File: src/cbpa_pkg.sv
`timescale 1ns / 1ps
`default_nettype none
// ----------------------------------------------------------------------------
// Block pool allocator package
// Shared widths, status and register codes, and the memory control bundle.
// ----------------------------------------------------------------------------
package cbpa_pkg;

  localparam int unsigned ADDR_W     = 22;
  localparam int unsigned SIZE_W     = 16;
  localparam int unsigned PAYLOAD_W  = 12;
  localparam int unsigned COUNT_W    = 11;
  localparam int unsigned STATUS_W   = 3;
  localparam int unsigned CFG_IDX_W  = 2;
  localparam int unsigned CFG_DATA_W = 12;
  localparam int unsigned LINE_SHIFT = 6;
  localparam int unsigned DIV_W      = ADDR_W - LINE_SHIFT;
  localparam int unsigned DIV_STEPS  = 4;

  localparam int unsigned DEFAULT_CAPACITY     = 1024;
  localparam int unsigned DEFAULT_GROW_BATCH   = 32;
  localparam int unsigned DEFAULT_HEADER_BYTES = 64;
  localparam int unsigned RESET_PAYLOAD_BYTES  = 64;

  localparam logic [STATUS_W-1:0] ST_OK         = 3'd0;
  localparam logic [STATUS_W-1:0] ST_TOO_LARGE  = 3'd1;
  localparam logic [STATUS_W-1:0] ST_EXHAUSTED  = 3'd2;
  localparam logic [STATUS_W-1:0] ST_BAD_ADDR   = 3'd3;
  localparam logic [STATUS_W-1:0] ST_DOUBLE_FREE = 3'd4;

  localparam logic ACT_ALLOC = 1'b0;
  localparam logic ACT_FREE  = 1'b1;

  localparam logic [CFG_IDX_W-1:0] CFG_PAYLOAD_BYTES  = 2'd0;
  localparam logic [CFG_IDX_W-1:0] CFG_BLOCK_LIMIT    = 2'd1;
  localparam logic [CFG_IDX_W-1:0] CFG_INITIAL_BLOCKS = 2'd2;

  typedef struct packed {
    logic link_re;
    logic link_we;
    logic mark_re;
    logic mark_we;
    logic mark_wdata;
  } mem_ctl_t;

endpackage
`default_nettype wire

File: src/cbpa_div.sv
`timescale 1ns / 1ps
`default_nettype none
// ----------------------------------------------------------------------------
// Stride quotient divider
// Restoring divider that resolves several quotient bits per cycle.
// ----------------------------------------------------------------------------
module cbpa_div #(
  parameter int unsigned DIVISOR_W = 7
) (
  input  wire logic                         clk_i,
  input  wire logic                         rst_ni,
  input  wire logic                         start_i,
  input  wire logic [cbpa_pkg::DIV_W-1:0]   dividend_i,
  input  wire logic [DIVISOR_W-1:0]         divisor_i,
  output logic                              done_o,
  output logic [cbpa_pkg::DIV_W-1:0]        quotient_o,
  output logic [DIVISOR_W-1:0]              remainder_o
);

  localparam int unsigned ITER  = cbpa_pkg::DIV_W / cbpa_pkg::DIV_STEPS;
  localparam int unsigned ITER_W = $clog2(ITER);

  logic                         active_q, active_d;
  logic                         done_q, done_d;
  logic [ITER_W-1:0]            cnt_q, cnt_d;
  logic [cbpa_pkg::DIV_W-1:0]   quo_q, quo_d;
  logic [DIVISOR_W-1:0]         rem_q, rem_d;
  logic [DIVISOR_W-1:0]         divisor_q, divisor_d;

  always_comb begin
    logic [DIVISOR_W:0]         cand;
    logic [DIVISOR_W-1:0]       rem;
    logic [cbpa_pkg::DIV_W-1:0] quo;
    cand      = '0;
    active_d  = active_q;
    done_d    = 1'b0;
    cnt_d     = cnt_q;
    divisor_d = divisor_q;
    rem       = rem_q;
    quo       = quo_q;
    if (start_i) begin
      active_d  = 1'b1;
      cnt_d     = '0;
      divisor_d = divisor_i;
      rem       = '0;
      quo       = dividend_i;
    end else if (active_q) begin
      for (int unsigned s = 0; s < cbpa_pkg::DIV_STEPS; s++) begin
        cand = {rem, quo[cbpa_pkg::DIV_W-1]};
        quo  = {quo[cbpa_pkg::DIV_W-2:0], 1'b0};
        if (cand >= {1'b0, divisor_q}) begin
          cand   = cand - {1'b0, divisor_q};
          quo[0] = 1'b1;
        end
        rem = cand[DIVISOR_W-1:0];
      end
      cnt_d = cnt_q + ITER_W'(1);
      if (cnt_q == ITER_W'(ITER - 1)) begin
        active_d = 1'b0;
        done_d   = 1'b1;
      end
    end
    rem_d = rem;
    quo_d = quo;
  end

  always_ff @(posedge clk_i or negedge rst_ni) begin
    if (!rst_ni) begin
      active_q <= 1'b0;
      done_q   <= 1'b0;
      cnt_q    <= '0;
    end else begin
      active_q <= active_d;
      done_q   <= done_d;
      cnt_q    <= cnt_d;
    end
  end

  always_ff @(posedge clk_i) begin
    quo_q     <= quo_d;
    rem_q     <= rem_d;
    divisor_q <= divisor_d;
  end

  assign done_o      = done_q;
  assign quotient_o  = quo_q;
  assign remainder_o = rem_q;

endmodule
`default_nettype wire

File: config.mk
export PLATFORM = sky130hd
export DESIGN_NAME = cbpa_div
export DESIGN_NICKNAME = d
export VERILOG_FILES = /design/src/cbpa_pkg.sv /design/src/cbpa_div.sv
export SDC_FILE = /design/constraint.sdc
export NUM_CORES = 1
export LEC_CHECK = 0
export BUFFER_PORTS_ARGS = -buffer_cell sky130_fd_sc_hd__buf_2
export CORE_MARGIN = 2
export CORE_UTILIZATION = 46
export DETAILED_ROUTE_END_ITERATION = 10
export PLACE_DENSITY = 0.67
export RECOVER_POWER = 50
export SYNTH_ARGS = -nofsm -noshare
export SYNTH_HDL_FRONTEND = slang
export SYNTH_SLANG_ARGS = --single-unit
File: constraint.sdc
create_clock -name clk_i -period 21.2 [get_ports clk_i]
set_input_delay 1.06 -clock clk_i [delete_from_list [all_inputs] [get_ports clk_i]]
set_output_delay 1.06 -clock clk_i [all_outputs]
set_load 0.01 [all_outputs]
==> results of run 1 <==
[critical path: cells and delay by family (launching register included)]
kind                       cells  cell delay [ns]
AOI/OAI and AO/OA             19             5.47
adders and majority gates      5             1.71
buffers and inverters          2             0.17
DFF                            1             0.41
and+or+nand+nor                5             1.19
[routing by layer]
layer  global-route usage  wire length (um)  vias to the layer above
met1                0.302              3530                     1239
met5                    0                 0                        -
met4               0.0704               228                        0
met2                0.340              3500                       96
li1                     -                 -                     1282
met3               0.0383               417                       26
[per-stage QoR]
| step | cells | hold WS [ns] | util | area (um2) |
|---|---|---|---|---|
| 5_1_grt | 439 | 0.550 | 0.532 | 3340 |
| 2_1_floorplan | 312 | 0.490 | - | 2970 |
| 4_1_cts | 439 | 0.526 | 0.536 | 3370 |
| 6_report | 439 | 0.525 | 0.532 | 3340 |
| 3_3_place_gp | 431 | 0.507 | 0.522 | 3270 |
| 3_5_place_dp | 431 | 0.518 | 0.522 | 3270 |
[cell usage after synthesis (8+ instances only)]
cell type	n
sky130_fd_sc_hd__nor2b_1	8
sky130_fd_sc_hd__inv_1	26
sky130_fd_sc_hd__edfxtp_1	23
sky130_fd_sc_hd__ha_1	29
sky130_fd_sc_hd__a21oi_1	11
sky130_fd_sc_hd__o21ai_0	23
sky130_fd_sc_hd__nor2_1	23
sky130_fd_sc_hd__mux2_2	18
sky130_fd_sc_hd__nand3_1	11
sky130_fd_sc_hd__nand2_1	10
sky130_fd_sc_hd__o21a_1	8
sky130_fd_sc_hd__xnor2_1	9
[logic make-up (layout without fill, tap and decap cells)]
group	after synthesis	after routing	share of synthesized area
AOI/OAI and AO/OA	96	96	0.232
and+or+nand+nor	83	83	0.146
DFF	34	34	0.314
adders and majority gates	33	33	0.149
buffers and inverters	33	83	0.0443
muxes	22	22	0.0818
xor gates and xnor gates	11	11	0.0325
[registers in the layout, summed over array words and instances (netlist names)]
signal,flops
cnt_q,2
divisor_q,7
remainder_o,7
active_q,1
done_o,1
quotient_o,16
[area by class of cell]
| type | count | area, um2 | area share |
|---|---|---|---|
| clock buffers | 7 | 86.3 | 0.0259 |
| flip-flops and latches | 34 | 931 | 0.279 |
| multi-input cells | 245 | 1900 | 0.571 |
| repair buffers | 49 | 216 | 0.0649 |
| inverters | 26 | 97.6 | 0.0292 |
| clock inverters | 1 | 5.00 | 0.00150 |
| well taps | 77 | 96.3 | 0.0289 |
[worst min path at each step]
stage	start	to
after floorplan	cnt_q[1]	cnt_q[1]
after global placement	cnt_q[1]	cnt_q[1]
after detailed placement	remainder_o[2]	remainder_o[2]
after CTS	remainder_o[2]	remainder_o[2]
after global routing	remainder_o[2]	remainder_o[2]
final	remainder_o[6]	remainder_o[6]
==> impl_results.html, run 1 <==
<table>
<tr><th>Metric</th><th>Value</th></tr>
<tr><th colspan="2">Synthesis</th></tr>
<tr><td>Cells taking the most area after synthesis</td><td>sky130_fd_sc_hd__edfxtp_1, sky130_fd_sc_hd__ha_1, sky130_fd_sc_hd__mux2_2</td></tr>
<tr><td>Cell area after synthesis</td><td>0.00297 mm2</td></tr>
<tr><td>Post-Synthesis Mean Instance Area</td><td>around 9.5 um2</td></tr>
<tr><td>Number of synthesized flops with an enable pin</td><td>23</td></tr>
<tr><td>Share of the synthesized area in the top cell type</td><td>0.233</td></tr>
<tr><td>Sequential-to-total area share from yosys stat</td><td>0.314</td></tr>
<tr><td>Dominant synthesized flop cell</td><td>sky130_fd_sc_hd__edfxtp_1</td></tr>
<tr><td>Yosys warning count</td><td>0</td></tr>
<tr><td>Synthesized netlist cell count</td><td>312</td></tr>
<tr><td>Distinct cells, synth</td><td>58</td></tr>
<tr><td>Synthesized net count</td><td>371</td></tr>
<tr><td>Proportion of register bits with asynchronous set or reset after synthesis</td><td>0.118</td></tr>
<tr><td>Post-synthesis sequential element count</td><td>34</td></tr>
<tr><td>Largest area contributor in the synthesized netlist</td><td>sky130_fd_sc_hd__edfxtp_1</td></tr>
<tr><th colspan="2">Route</th></tr>
<tr><td>Detail-routed net length per standard cell</td><td>about 17 um</td></tr>
<tr><td>Detailed-route DRC error count</td><td>0</td></tr>
<tr><td>Total iterations of the first detailed-routing run</td><td>7</td></tr>
<tr><td>Total routed wirelength</td><td>7.68 mm</td></tr>
<tr><td>Initial DRC count</td><td>257</td></tr>
<tr><td>Via density per instance</td><td>6.02</td></tr>
<tr><td>Remaining antenna violation count</td><td>0</td></tr>
<tr><td>Number of vias after detailed routing</td><td>2643</td></tr>
<tr><th colspan="2">Placed design</th></tr>
<tr><td>I/O Buffers</td><td>a little under 50</td></tr>
<tr><td>Routability-driven placement congestion ratio</td><td>approximately 0.91</td></tr>
<tr><td>DP Wirelength</td><td>6.00 mm</td></tr>
<tr><td>Worst-case setup slack after placement</td><td>12.49 ns</td></tr>
<tr><th colspan="2">Critical path</th></tr>
<tr><td>Start point of the critical path</td><td>quotient_o[15]</td></tr>
<tr><td>Critical Setup Path Class</td><td>flip-flop to flip-flop</td></tr>
<tr><td>Required time of the critical path</td><td>21.37 ns</td></tr>
<tr><td>Worst endpoint data arrival time</td><td>9.21 ns</td></tr>
<tr><td>Length in cells of the worst reg-to-reg path</td><td>31</td></tr>
<tr><td>Slowest cell on the critical path</td><td>sky130_fd_sc_hd__a211oi_1</td></tr>
<tr><td>Type of element capturing the critical path</td><td>flip-flop</td></tr>
<tr><td>Critical-path maximum fanout</td><td>8</td></tr>
<tr><td>Capture instance of the worst register-to-register path</td><td>remainder_o[2]</td></tr>
<tr><td>Flop-to-flop setup slack</td><td>12.15 ns</td></tr>
<tr><td>Destination of the critical timing path</td><td>remainder_o[2]</td></tr>
<tr><td>Reg-to-Reg Start</td><td>quotient_o[15]</td></tr>
<tr><td>Critical Path Start Type</td><td>flip-flop</td></tr>
<tr><td>Worst path max stage delay</td><td>0.54 ns</td></tr>
<tr><td>Most frequent CP cell</td><td>sky130_fd_sc_hd__ha_1</td></tr>
<tr><th colspan="2">Floorplanning</th></tr>
<tr><td>Die Span Y</td><td>84.3 um</td></tr>
<tr><td>Die area</td><td>0.00711 mm2</td></tr>
<tr><td>Horiz. Die Dim</td><td>between 80 and 90 um</td></tr>
<tr><td>Std-Cell Rows</td><td>29</td></tr>
<tr><td>I/O pin count</td><td>50</td></tr>
<tr><td>Initial Util</td><td>0.473</td></tr>
<tr><td>Core box area</td><td>roughly 0.0063 mm2</td></tr>
<tr><th colspan="2">Timing</th></tr>
<tr><td>Min Clock Period, post-route</td><td>9.05 ns</td></tr>
<tr><td>Hold Violations, Final</td><td>0</td></tr>
<tr><td>Final critical-path setup slack</td><td>12.15 ns</td></tr>
<tr><td>Highest clock rate</td><td>111 MHz</td></tr>
<tr><td>Final number of max-transition violations</td><td>37</td></tr>
<tr><td>Final setup fails</td><td>0</td></tr>
<tr><td>Aggregate negative setup slack</td><td>0 ns</td></tr>
<tr><td>Unrepaired setup endpoints after global routing</td><td>no</td></tr>
<tr><td>Transition time of the tightest slew-check pin</td><td>approximately 1.8 ns</td></tr>
<tr><td>Part of the cycle the worst path needs</td><td>0.427</td></tr>
<tr><td>Worst rel slew slack</td><td>-0.186</td></tr>
<tr><td>Skew final</td><td>0.00680 ns</td></tr>
<tr><th colspan="2">Final layout</th></tr>
<tr><td>Layout cell share with drive strength beyond 1</td><td>0.166</td></tr>
<tr><td>Final Net Count</td><td>420</td></tr>
<tr><td>Leading cell type in the layout, fill and taps excluded</td><td>sky130_fd_sc_hd__ha_1</td></tr>
<tr><td>Count of inserted antenna diode cells</td><td>0</td></tr>
<tr><td>Area growth from synthesis to final layout</td><td>12.5%</td></tr>
<tr><td>Number of filler instances in the final layout</td><td>580</td></tr>
<tr><td>Highest-count cells in the layout ignoring fill and taps</td><td>sky130_fd_sc_hd__ha_1, sky130_fd_sc_hd__inv_1, sky130_fd_sc_hd__buf_2</td></tr>
<tr><th colspan="2">Clock network</th></tr>
<tr><td>Clock input transition at the sequential cells of the worst setup and hold paths</td><td>0.07 ns</td></tr>
<tr><td>TritonCTS Sinks</td><td>34</td></tr>
<tr><td>Quantity of hold-fixing buffers added after cts</td><td>0</td></tr>
<tr><td>CTS HTree Levels</td><td>2</td></tr>
<tr><td>Clock tree from TritonCTS</td><td>done</td></tr>
<tr><td>Cell at the root of the clock tree</td><td>sky130_fd_sc_hd__clkbuf_8</td></tr>
<tr><td>Worst skew pair latency</td><td>approximately 0.28 ns</td></tr>
<tr><td>Setup Buffers After CTS</td><td>0</td></tr>
<tr><td>Bufs on Longest Clock Path</td><td>2</td></tr>
<tr><td>Clock buffers created by TritonCTS</td><td>5</td></tr>
<tr><td>Cts repair resizes</td><td>0</td></tr>
<tr><th colspan="2">Status</th></tr>
<tr><td>Violations in the final reports</td><td>max-capacitance violations, max-slew violations</td></tr>
<tr><td>Result of the run</td><td>finished with violations</td></tr>
<tr><th colspan="2">Global route</th></tr>
<tr><td>Vias in the first global route</td><td>between 2000 and 2500</td></tr>
<tr><td>Number of antenna violations at the first check in global routing</td><td>0</td></tr>
<tr><td>Global-route wire length before repair</td><td>12.2 mm</td></tr>
<tr><td>Congestion Overflow GR</td><td>0</td></tr>
<tr><td>Pin count of the biggest net entering global routing</td><td>37</td></tr>
<tr><td>Aggregate global-route resource usage</td><td>0.216</td></tr>
<tr><th colspan="2">Flow run</th></tr>
<tr><td>Max-Cap Viols</td><td>1</td></tr>
<tr><th colspan="2">Min path</th></tr>
<tr><td>Number of cells on the worst hold path</td><td>2</td></tr>
<tr><td>Min-delay worst type</td><td>flip-flop to flip-flop</td></tr>
</table>
Power of run 1 is not shown: default switching activity piles up to over one toggle a cycle in this logic, so the estimate is an artifact.
==> run 2, diff against run 1 <==
PLACE_DENSITY = 0.7   (was 0.67)
clock period = 7.8 ns   (was 21.2 ns; I/O delays follow)
==> impl_results.html, run 2 (synthesized netlist as in run 1, its figures left out) <==
<table>
<tr><th>Metric</th><th>Value</th></tr>
<tr><th colspan="2">Status</th></tr>
<tr><td>Result of the run</td><td>finished, final reports clean</td></tr>
<tr><th colspan="2">Floorplanning</th></tr>
<tr><td>Horiz. Die Dim</td><td>84.3 um (unchanged)</td></tr>
<tr><td>Die area</td><td>0.00711 mm2 (unchanged)</td></tr>
<tr><td>Core box area</td><td>0.00628 mm2 (unchanged)</td></tr>
<tr><td>Std-Cell Rows</td><td>29 (unchanged)</td></tr>
<tr><td>I/O pin count</td><td>50 (unchanged)</td></tr>
<tr><td>Initial Util</td><td>0.473 (unchanged)</td></tr>
<tr><td>Die Span Y</td><td>84.3 um (unchanged)</td></tr>
<tr><th colspan="2">Critical path</th></tr>
<tr><td>Start point of the critical path</td><td>quotient_o[15]</td></tr>
<tr><td>Type of element capturing the critical path</td><td>flip-flop</td></tr>
<tr><td>Slowest cell on the critical path</td><td>sky130_fd_sc_hd__edfxtp_1</td></tr>
<tr><td>Required time of the critical path</td><td>7.98 ns (-13.39 ns)</td></tr>
<tr><td>Critical-path maximum fanout</td><td>8 (unchanged)</td></tr>
<tr><td>Critical Setup Path Class</td><td>flip-flop to flip-flop</td></tr>
<tr><td>Reg-to-Reg Start</td><td>quotient_o[15]</td></tr>
<tr><td>Most frequent CP cell</td><td>sky130_fd_sc_hd__ha_1</td></tr>
<tr><td>Worst path max stage delay</td><td>0.40 ns (-0.14 ns)</td></tr>
<tr><td>Worst endpoint data arrival time</td><td>7.72 ns (-1.49 ns)</td></tr>
<tr><td>Critical Path Start Type</td><td>flip-flop</td></tr>
<tr><th colspan="2">Final layout</th></tr>
<tr><td>Count of inserted antenna diode cells</td><td>0 (unchanged)</td></tr>
<tr><td>Largest register FFs</td><td>16 (unchanged)</td></tr>
<tr><td>Final Net Count</td><td>456 (+8.6%)</td></tr>
<tr><td>Layout cell share with drive strength beyond 1</td><td>0.296 (+0.131)</td></tr>
<tr><td>Highest-count cells in the layout ignoring fill and taps</td><td>sky130_fd_sc_hd__buf_4, sky130_fd_sc_hd__ha_1, sky130_fd_sc_hd__buf_2</td></tr>
<tr><td>Area growth from synthesis to final layout</td><td>24.9%</td></tr>
<tr><td>End-of-flow core utilization</td><td>0.590 (+0.0586)</td></tr>
<tr><td>Leading cell type in the layout, fill and taps excluded</td><td>sky130_fd_sc_hd__buf_4</td></tr>
<tr><th colspan="2">Global route</th></tr>
<tr><td>Vias in the first global route</td><td>2686 (+12%)</td></tr>
<tr><td>Global-route wire length before repair</td><td>13.1 mm (+7.2%)</td></tr>
<tr><td>Congestion Overflow GR</td><td>0 (unchanged)</td></tr>
<tr><td>Pin count of the biggest net entering global routing</td><td>37 (unchanged)</td></tr>
<tr><td>Aggregate global-route resource usage</td><td>0.229 (+0.0133)</td></tr>
<tr><td>Number of antenna violations at the first check in global routing</td><td>0 (unchanged)</td></tr>
<tr><th colspan="2">Route</th></tr>
<tr><td>Initial DRC count</td><td>251 (-2.3%)</td></tr>
<tr><td>Remaining antenna violation count</td><td>0 (unchanged)</td></tr>
<tr><td>Total iterations of the first detailed-routing run</td><td>5 (-2)</td></tr>
<tr><td>Total routed wirelength</td><td>8.20 mm (+6.7%)</td></tr>
<tr><td>Number of vias after detailed routing</td><td>2806 (+6.2%)</td></tr>
<tr><td>Detail-routed net length per standard cell</td><td>17.3 um (-1.4%)</td></tr>
<tr><td>Detailed-route DRC error count</td><td>0 (unchanged)</td></tr>
<tr><td>Via density per instance</td><td>5.91 (-1.9%)</td></tr>
<tr><th colspan="2">Clock network</th></tr>
<tr><td>Clock input transition at the sequential cells of the worst setup and hold paths</td><td>0.07 ns (about the same)</td></tr>
<tr><td>Clock buffers created by TritonCTS</td><td>5 (unchanged)</td></tr>
<tr><td>Bufs on Longest Clock Path</td><td>2 (unchanged)</td></tr>
<tr><td>TritonCTS Sinks</td><td>34 (unchanged)</td></tr>
<tr><td>Worst skew pair latency</td><td>0.28 ns (about the same)</td></tr>
<tr><td>Cell at the root of the clock tree</td><td>sky130_fd_sc_hd__clkbuf_8</td></tr>
<tr><td>CTS HTree Levels</td><td>2 (unchanged)</td></tr>
<tr><td>Clock tree from TritonCTS</td><td>done</td></tr>
<tr><th colspan="2">Timing</th></tr>
<tr><td>Skew final</td><td>0.00918 ns (+0.00238 ns)</td></tr>
<tr><td>Worst rel slew slack</td><td>0.530 (+0.716)</td></tr>
<tr><td>Min Clock Period, post-route</td><td>7.54 ns (-1.51 ns)</td></tr>
<tr><td>Final number of max-transition violations</td><td>0 (-100%)</td></tr>
<tr><td>Transition time of the tightest slew-check pin</td><td>0.705 ns (-1.07 ns)</td></tr>
<tr><td>Part of the cycle the worst path needs</td><td>0.967 (+0.540)</td></tr>
<tr><td>Final setup fails</td><td>0 (unchanged)</td></tr>
<tr><td>Aggregate negative setup slack</td><td>0 ns (unchanged)</td></tr>
<tr><td>Highest clock rate</td><td>133 MHz (+20%)</td></tr>
<tr><td>Final-layout worst hold slack</td><td>0.287 ns (-0.238 ns)</td></tr>
<tr><td>Final critical-path setup slack</td><td>0.260 ns (-11.89 ns)</td></tr>
<tr><td>Hold Violations, Final</td><td>0 (unchanged)</td></tr>
<tr><th colspan="2">Placed design</th></tr>
<tr><td>Worst-case setup slack after placement</td><td>0.0954 ns (-12.39 ns)</td></tr>
<tr><td>Routability-driven placement congestion ratio</td><td>1.01 (+11%)</td></tr>
<tr><td>DP Wirelength</td><td>6.61 mm (+10%)</td></tr>
<tr><td>I/O Buffers</td><td>49 (unchanged)</td></tr>
<tr><th colspan="2">Min path</th></tr>
<tr><td>Min-delay worst type</td><td>input pin to flip-flop</td></tr>
<tr><td>Worst min-delay path startpoint</td><td>divisor_i[0]</td></tr>
<tr><th colspan="2">Flow run</th></tr>
<tr><td>Max-Cap Viols</td><td>0 (-1)</td></tr>
</table>
==> run 2: cell count changes in the layout (fill, tap and decap cells not counted), sizes merged <==
cell / before / now
clkinv: 1 / 2
clkbuf: 30 / 26
buf: 26 / 63
clkinvlp: 0 / 1
dlygate4sd3: 0 / 1
==> run 2: cell type report <==
| cell class | instances | area (um2) |
|---|---|---|
| sequential | 34 | 931 |
| inverter | 26 | 97.6 |
| clock buffer | 5 | 68.8 |
| tap | 77 | 96.3 |
| timing repair buffer | 85 | 492 |
| multi-input combinational | 245 | 2000 |
| clock inverter | 3 | 16.3 |
| fill | 552 | 2570 |
==> run 2: final timing paths <==
| path | end | slack [ns] | cells after the start |
|---|---|---|---|
| worst max-delay path | remainder_o[5] | 0.26 | 31 |
| worst min-delay path | divisor_q[0] | 0.29 | 1 |
| worst min register to register | cnt_q[1] | 0.53 | 2 |
| worst max register to register | remainder_o[5] | 0.26 | 31 |
| min in group asynchronous | cnt_q[0] | 0.47 | 2 |
| max in group asynchronous | done_o | 7.13 | 2 |
==> run 2: metrics by stage <==
step	cells	instance area, um2
after floorplan	312	2970
after global placement	462	3510
after detailed placement	462	3510
after CTS	471	3600
after global routing	475	3700
final	475	3700
==> run 2: metal layers <==
metal | wire length, um | global-route usage
met1 | 3690 | 0.314
met2 | 3760 | 0.376
met3 | 539 | 0.0354
met4 | 205 | 0.0674
met5 | 0 | 0
==> run 2: critical path: cells and delay by family (launching register included) <==
family | cells | cell delay, ns
mux | 1 | 0.33
fa+ha+maj | 5 | 1.34
buf+inv | 2 | 0.13
flops | 1 | 0.40
simple gates | 6 | 1.11
compound gates | 17 | 4.15
==> run 2: timing repair <==
| item | in CTS | in global routing |
|---|---|---|
| gates resized for setup | 0 | 27 |
| endpoints found under the setup margin | 0 | 8 |
| endpoints found under the hold margin | 4 | 0 |
| setup buffers | 0 | 4 |
| hold buffers | 1 | 0 |
Power of run 2 is left out for the same reason.
==> run 3, diff against run 2 <==
PLACE_DENSITY = 0.67   (was 0.7)
clock period = 8.79 ns   (was 7.8 ns; I/O delays follow)
==> impl_results.html, run 3 (synthesized netlist as in run 1, its figures left out) <==
<table>
<tr><th>Metric</th><th>Value</th></tr>
<tr><th colspan="2">Status</th></tr>
<tr><td>Result of the run</td><td>finished, final reports clean</td></tr>
<tr><th colspan="2">Floorplanning</th></tr>
<tr><td>Horiz. Die Dim</td><td>84.3 um (unchanged)</td></tr>
<tr><td>Std-Cell Rows</td><td>29 (unchanged)</td></tr>
<tr><td>Die area</td><td>0.00711 mm2 (unchanged)</td></tr>
<tr><td>Die Span Y</td><td>84.3 um (unchanged)</td></tr>
<tr><td>I/O pin count</td><td>50 (unchanged)</td></tr>
<tr><td>Initial Util</td><td>0.473 (unchanged)</td></tr>
<tr><td>Core box area</td><td>0.00628 mm2 (unchanged)</td></tr>
<tr><th colspan="2">Final layout</th></tr>
<tr><td>Final design area excluding fillers</td><td>0.00341 mm2 (-7.9%)</td></tr>
<tr><td>Area growth from synthesis to final layout</td><td>15.0%</td></tr>
<tr><td>Final Net Count</td><td>424 (-7.0%)</td></tr>
<tr><td>Leading cell type in the layout, fill and taps excluded</td><td>sky130_fd_sc_hd__ha_1</td></tr>
<tr><td>Number of filler instances in the final layout</td><td>592 (+7.2%)</td></tr>
<tr><td>Count of inserted antenna diode cells</td><td>0 (unchanged)</td></tr>
<tr><td>Highest-count cells in the layout ignoring fill and taps</td><td>sky130_fd_sc_hd__ha_1, sky130_fd_sc_hd__buf_2, sky130_fd_sc_hd__inv_1</td></tr>
<tr><td>Largest register FFs</td><td>16 (unchanged)</td></tr>
<tr><td>Layout cell share with drive strength beyond 1</td><td>0.202 (-0.0943)</td></tr>
<tr><th colspan="2">Global route</th></tr>
<tr><td>Pin count of the biggest net entering global routing</td><td>37 (unchanged)</td></tr>
<tr><td>Number of antenna violations at the first check in global routing</td><td>0 (unchanged)</td></tr>
<tr><td>Congestion Overflow GR</td><td>0 (unchanged)</td></tr>
<tr><td>Aggregate global-route resource usage</td><td>0.225 (-0.00456)</td></tr>
<tr><td>Vias in the first global route</td><td>2587 (-3.7%)</td></tr>
<tr><td>Global-route wire length before repair</td><td>12.8 mm (-2.3%)</td></tr>
<tr><th colspan="2">Route</th></tr>
<tr><td>Remaining antenna violation count</td><td>0 (unchanged)</td></tr>
<tr><td>Total iterations of the first detailed-routing run</td><td>4 (-1)</td></tr>
<tr><td>Via density per instance</td><td>6.08 (+2.9%)</td></tr>
<tr><td>Detailed-route DRC error count</td><td>0 (unchanged)</td></tr>
<tr><td>Detail-routed net length per standard cell</td><td>17.8 um (+3.1%)</td></tr>
<tr><td>Total routed wirelength</td><td>7.88 mm (-3.9%)</td></tr>
<tr><td>Initial DRC count</td><td>195 (-22%)</td></tr>
<tr><td>Number of vias after detailed routing</td><td>2693 (-4.0%)</td></tr>
<tr><th colspan="2">Critical path</th></tr>
<tr><td>Required time of the critical path</td><td>8.99 ns (+1.01 ns)</td></tr>
<tr><td>Critical Path Start Type</td><td>flip-flop</td></tr>
<tr><td>Critical Setup Path Class</td><td>flip-flop to flip-flop</td></tr>
<tr><td>Slowest cell on the critical path</td><td>sky130_fd_sc_hd__edfxtp_1</td></tr>
<tr><td>Worst endpoint data arrival time</td><td>8.63 ns (+0.91 ns)</td></tr>
<tr><td>Type of element capturing the critical path</td><td>flip-flop</td></tr>
<tr><td>Critical-path maximum fanout</td><td>8 (unchanged)</td></tr>
<tr><td>Worst path max stage delay</td><td>0.42 ns (+0.02 ns)</td></tr>
<tr><td>Most frequent CP cell</td><td>sky130_fd_sc_hd__ha_1</td></tr>
<tr><th colspan="2">Timing</th></tr>
<tr><td>Skew final</td><td>0.00605 ns (-0.00313 ns)</td></tr>
<tr><td>Hold Violations, Final</td><td>0 (unchanged)</td></tr>
<tr><td>Highest clock rate</td><td>119 MHz (-11%)</td></tr>
<tr><td>Aggregate negative setup slack</td><td>0 ns (unchanged)</td></tr>
<tr><td>Min Clock Period, post-route</td><td>8.43 ns (+0.887 ns)</td></tr>
<tr><td>Final setup fails</td><td>0 (unchanged)</td></tr>
<tr><td>Part of the cycle the worst path needs</td><td>0.959 (-0.00795)</td></tr>
<tr><td>Transition time of the tightest slew-check pin</td><td>0.731 ns (+0.0266 ns)</td></tr>
<tr><td>Final number of max-transition violations</td><td>0 (unchanged)</td></tr>
<tr><td>Final critical-path setup slack</td><td>0.363 ns (+0.103 ns)</td></tr>
<tr><td>Worst rel slew slack</td><td>0.513 (-0.0177)</td></tr>
<tr><th colspan="2">Clock network</th></tr>
<tr><td>Cell at the root of the clock tree</td><td>sky130_fd_sc_hd__clkbuf_8</td></tr>
<tr><td>Clock buffers created by TritonCTS</td><td>5 (unchanged)</td></tr>
<tr><td>Bufs on Longest Clock Path</td><td>2 (unchanged)</td></tr>
<tr><td>TritonCTS Sinks</td><td>34 (unchanged)</td></tr>
<tr><td>CTS HTree Levels</td><td>2 (unchanged)</td></tr>
<tr><td>Clock tree from TritonCTS</td><td>done</td></tr>
<tr><td>Clock input transition at the sequential cells of the worst setup and hold paths</td><td>0.07 ns (about the same)</td></tr>
<tr><td>Worst skew pair latency</td><td>0.29 ns (about the same)</td></tr>
<tr><th colspan="2">Placed design</th></tr>
<tr><td>I/O Buffers</td><td>49 (unchanged)</td></tr>
<tr><td>Worst-case setup slack after placement</td><td>0.382 ns (+0.286 ns)</td></tr>
<tr><td>Dpl cell area</td><td>0.00329 mm2 (-6.2%)</td></tr>
<tr><td>DP Wirelength</td><td>6.25 mm (-5.4%)</td></tr>
<tr><td>Routability-driven placement congestion ratio</td><td>0.940 (-7.2%)</td></tr>
<tr><th colspan="2">Flow run</th></tr>
<tr><td>Max-Cap Viols</td><td>0 (unchanged)</td></tr>
<tr><th colspan="2">Min path</th></tr>
<tr><td>Min-delay worst type</td><td>input pin to flip-flop</td></tr>
</table>
run 3: cell types whose count changed in the layout (fill, tap and decap cells not counted), sizes merged:
cell and delta:
clkbuf +2, clkinvlp -1, buf -33
run 3: what timing repair did:
action                                  4_1_cts  5_1_grt
hold endpoints to repair                      4        0
buffers inserted                              0        1
gates resized for setup                       0       11
hold buffers                                  1        0
endpoints found under the setup margin        0        8
run 3: per-layer routing:
layer	track usage	part of all wire	vias to the layer above
met5	0	0	-
met4	0.0968	0.038	0
met3	0.0482	0.064	22
met2	0.344	0.47	92
met1	0.307	0.43	1284
li1	-	-	1295
run 3: layout make-up:
cell class	count	area (um2)	share of cell area
clock buffers	6	72.6	0.0213
clock inverters	2	10.0	0.00293
inverters	26	97.6	0.0286
multi-input cells	245	1950	0.573
flip-flops and latches	34	931	0.273
well taps	77	96.3	0.0282
repair buffers	53	250	0.0734
run 3: path summary, 6_finish.rpt:
path | startpoint | to | slack (ns) | cells after the start
worst max-delay path | quotient_o[15] | remainder_o[5] | 0.36 | 31
worst max register to register | quotient_o[15] | remainder_o[5] | 0.36 | 31
max in group asynchronous | rst_ni | cnt_q[1] | 8.08 | 2
worst min register to register | remainder_o[6] | remainder_o[6] | 0.51 | 2
worst min-delay path | divisor_i[1] | divisor_q[1] | 0.33 | 1
min in group asynchronous | rst_ni | active_q | 0.51 | 2
run 3: critical path, delay by kind of cell (launching register included):
family,cells,cell delay (ns)
AND/OR/NAND/NOR,5,0.97
adder cells (fa/ha/maj),5,1.63
buffers and inverters,2,0.18
flip-flops,1,0.42
AO/OA/AOI/OAI,18,4.83
multiplexers,1,0.32
run 3: through the flow:
| stage | utilization | hold WS, ns | std cells |
|---|---|---|---|
| 3_3_place_gp | 0.524 | 0.256 | 433 |
| 3_5_place_dp | 0.524 | 0.255 | 433 |
| 6_report | 0.543 | 0.330 | 443 |
| 2_1_floorplan | - | 0.144 | 312 |
| 4_1_cts | 0.539 | 0.325 | 442 |
| 5_1_grt | 0.543 | 0.318 | 443 |
Power of run 3 is left out for the same reason.
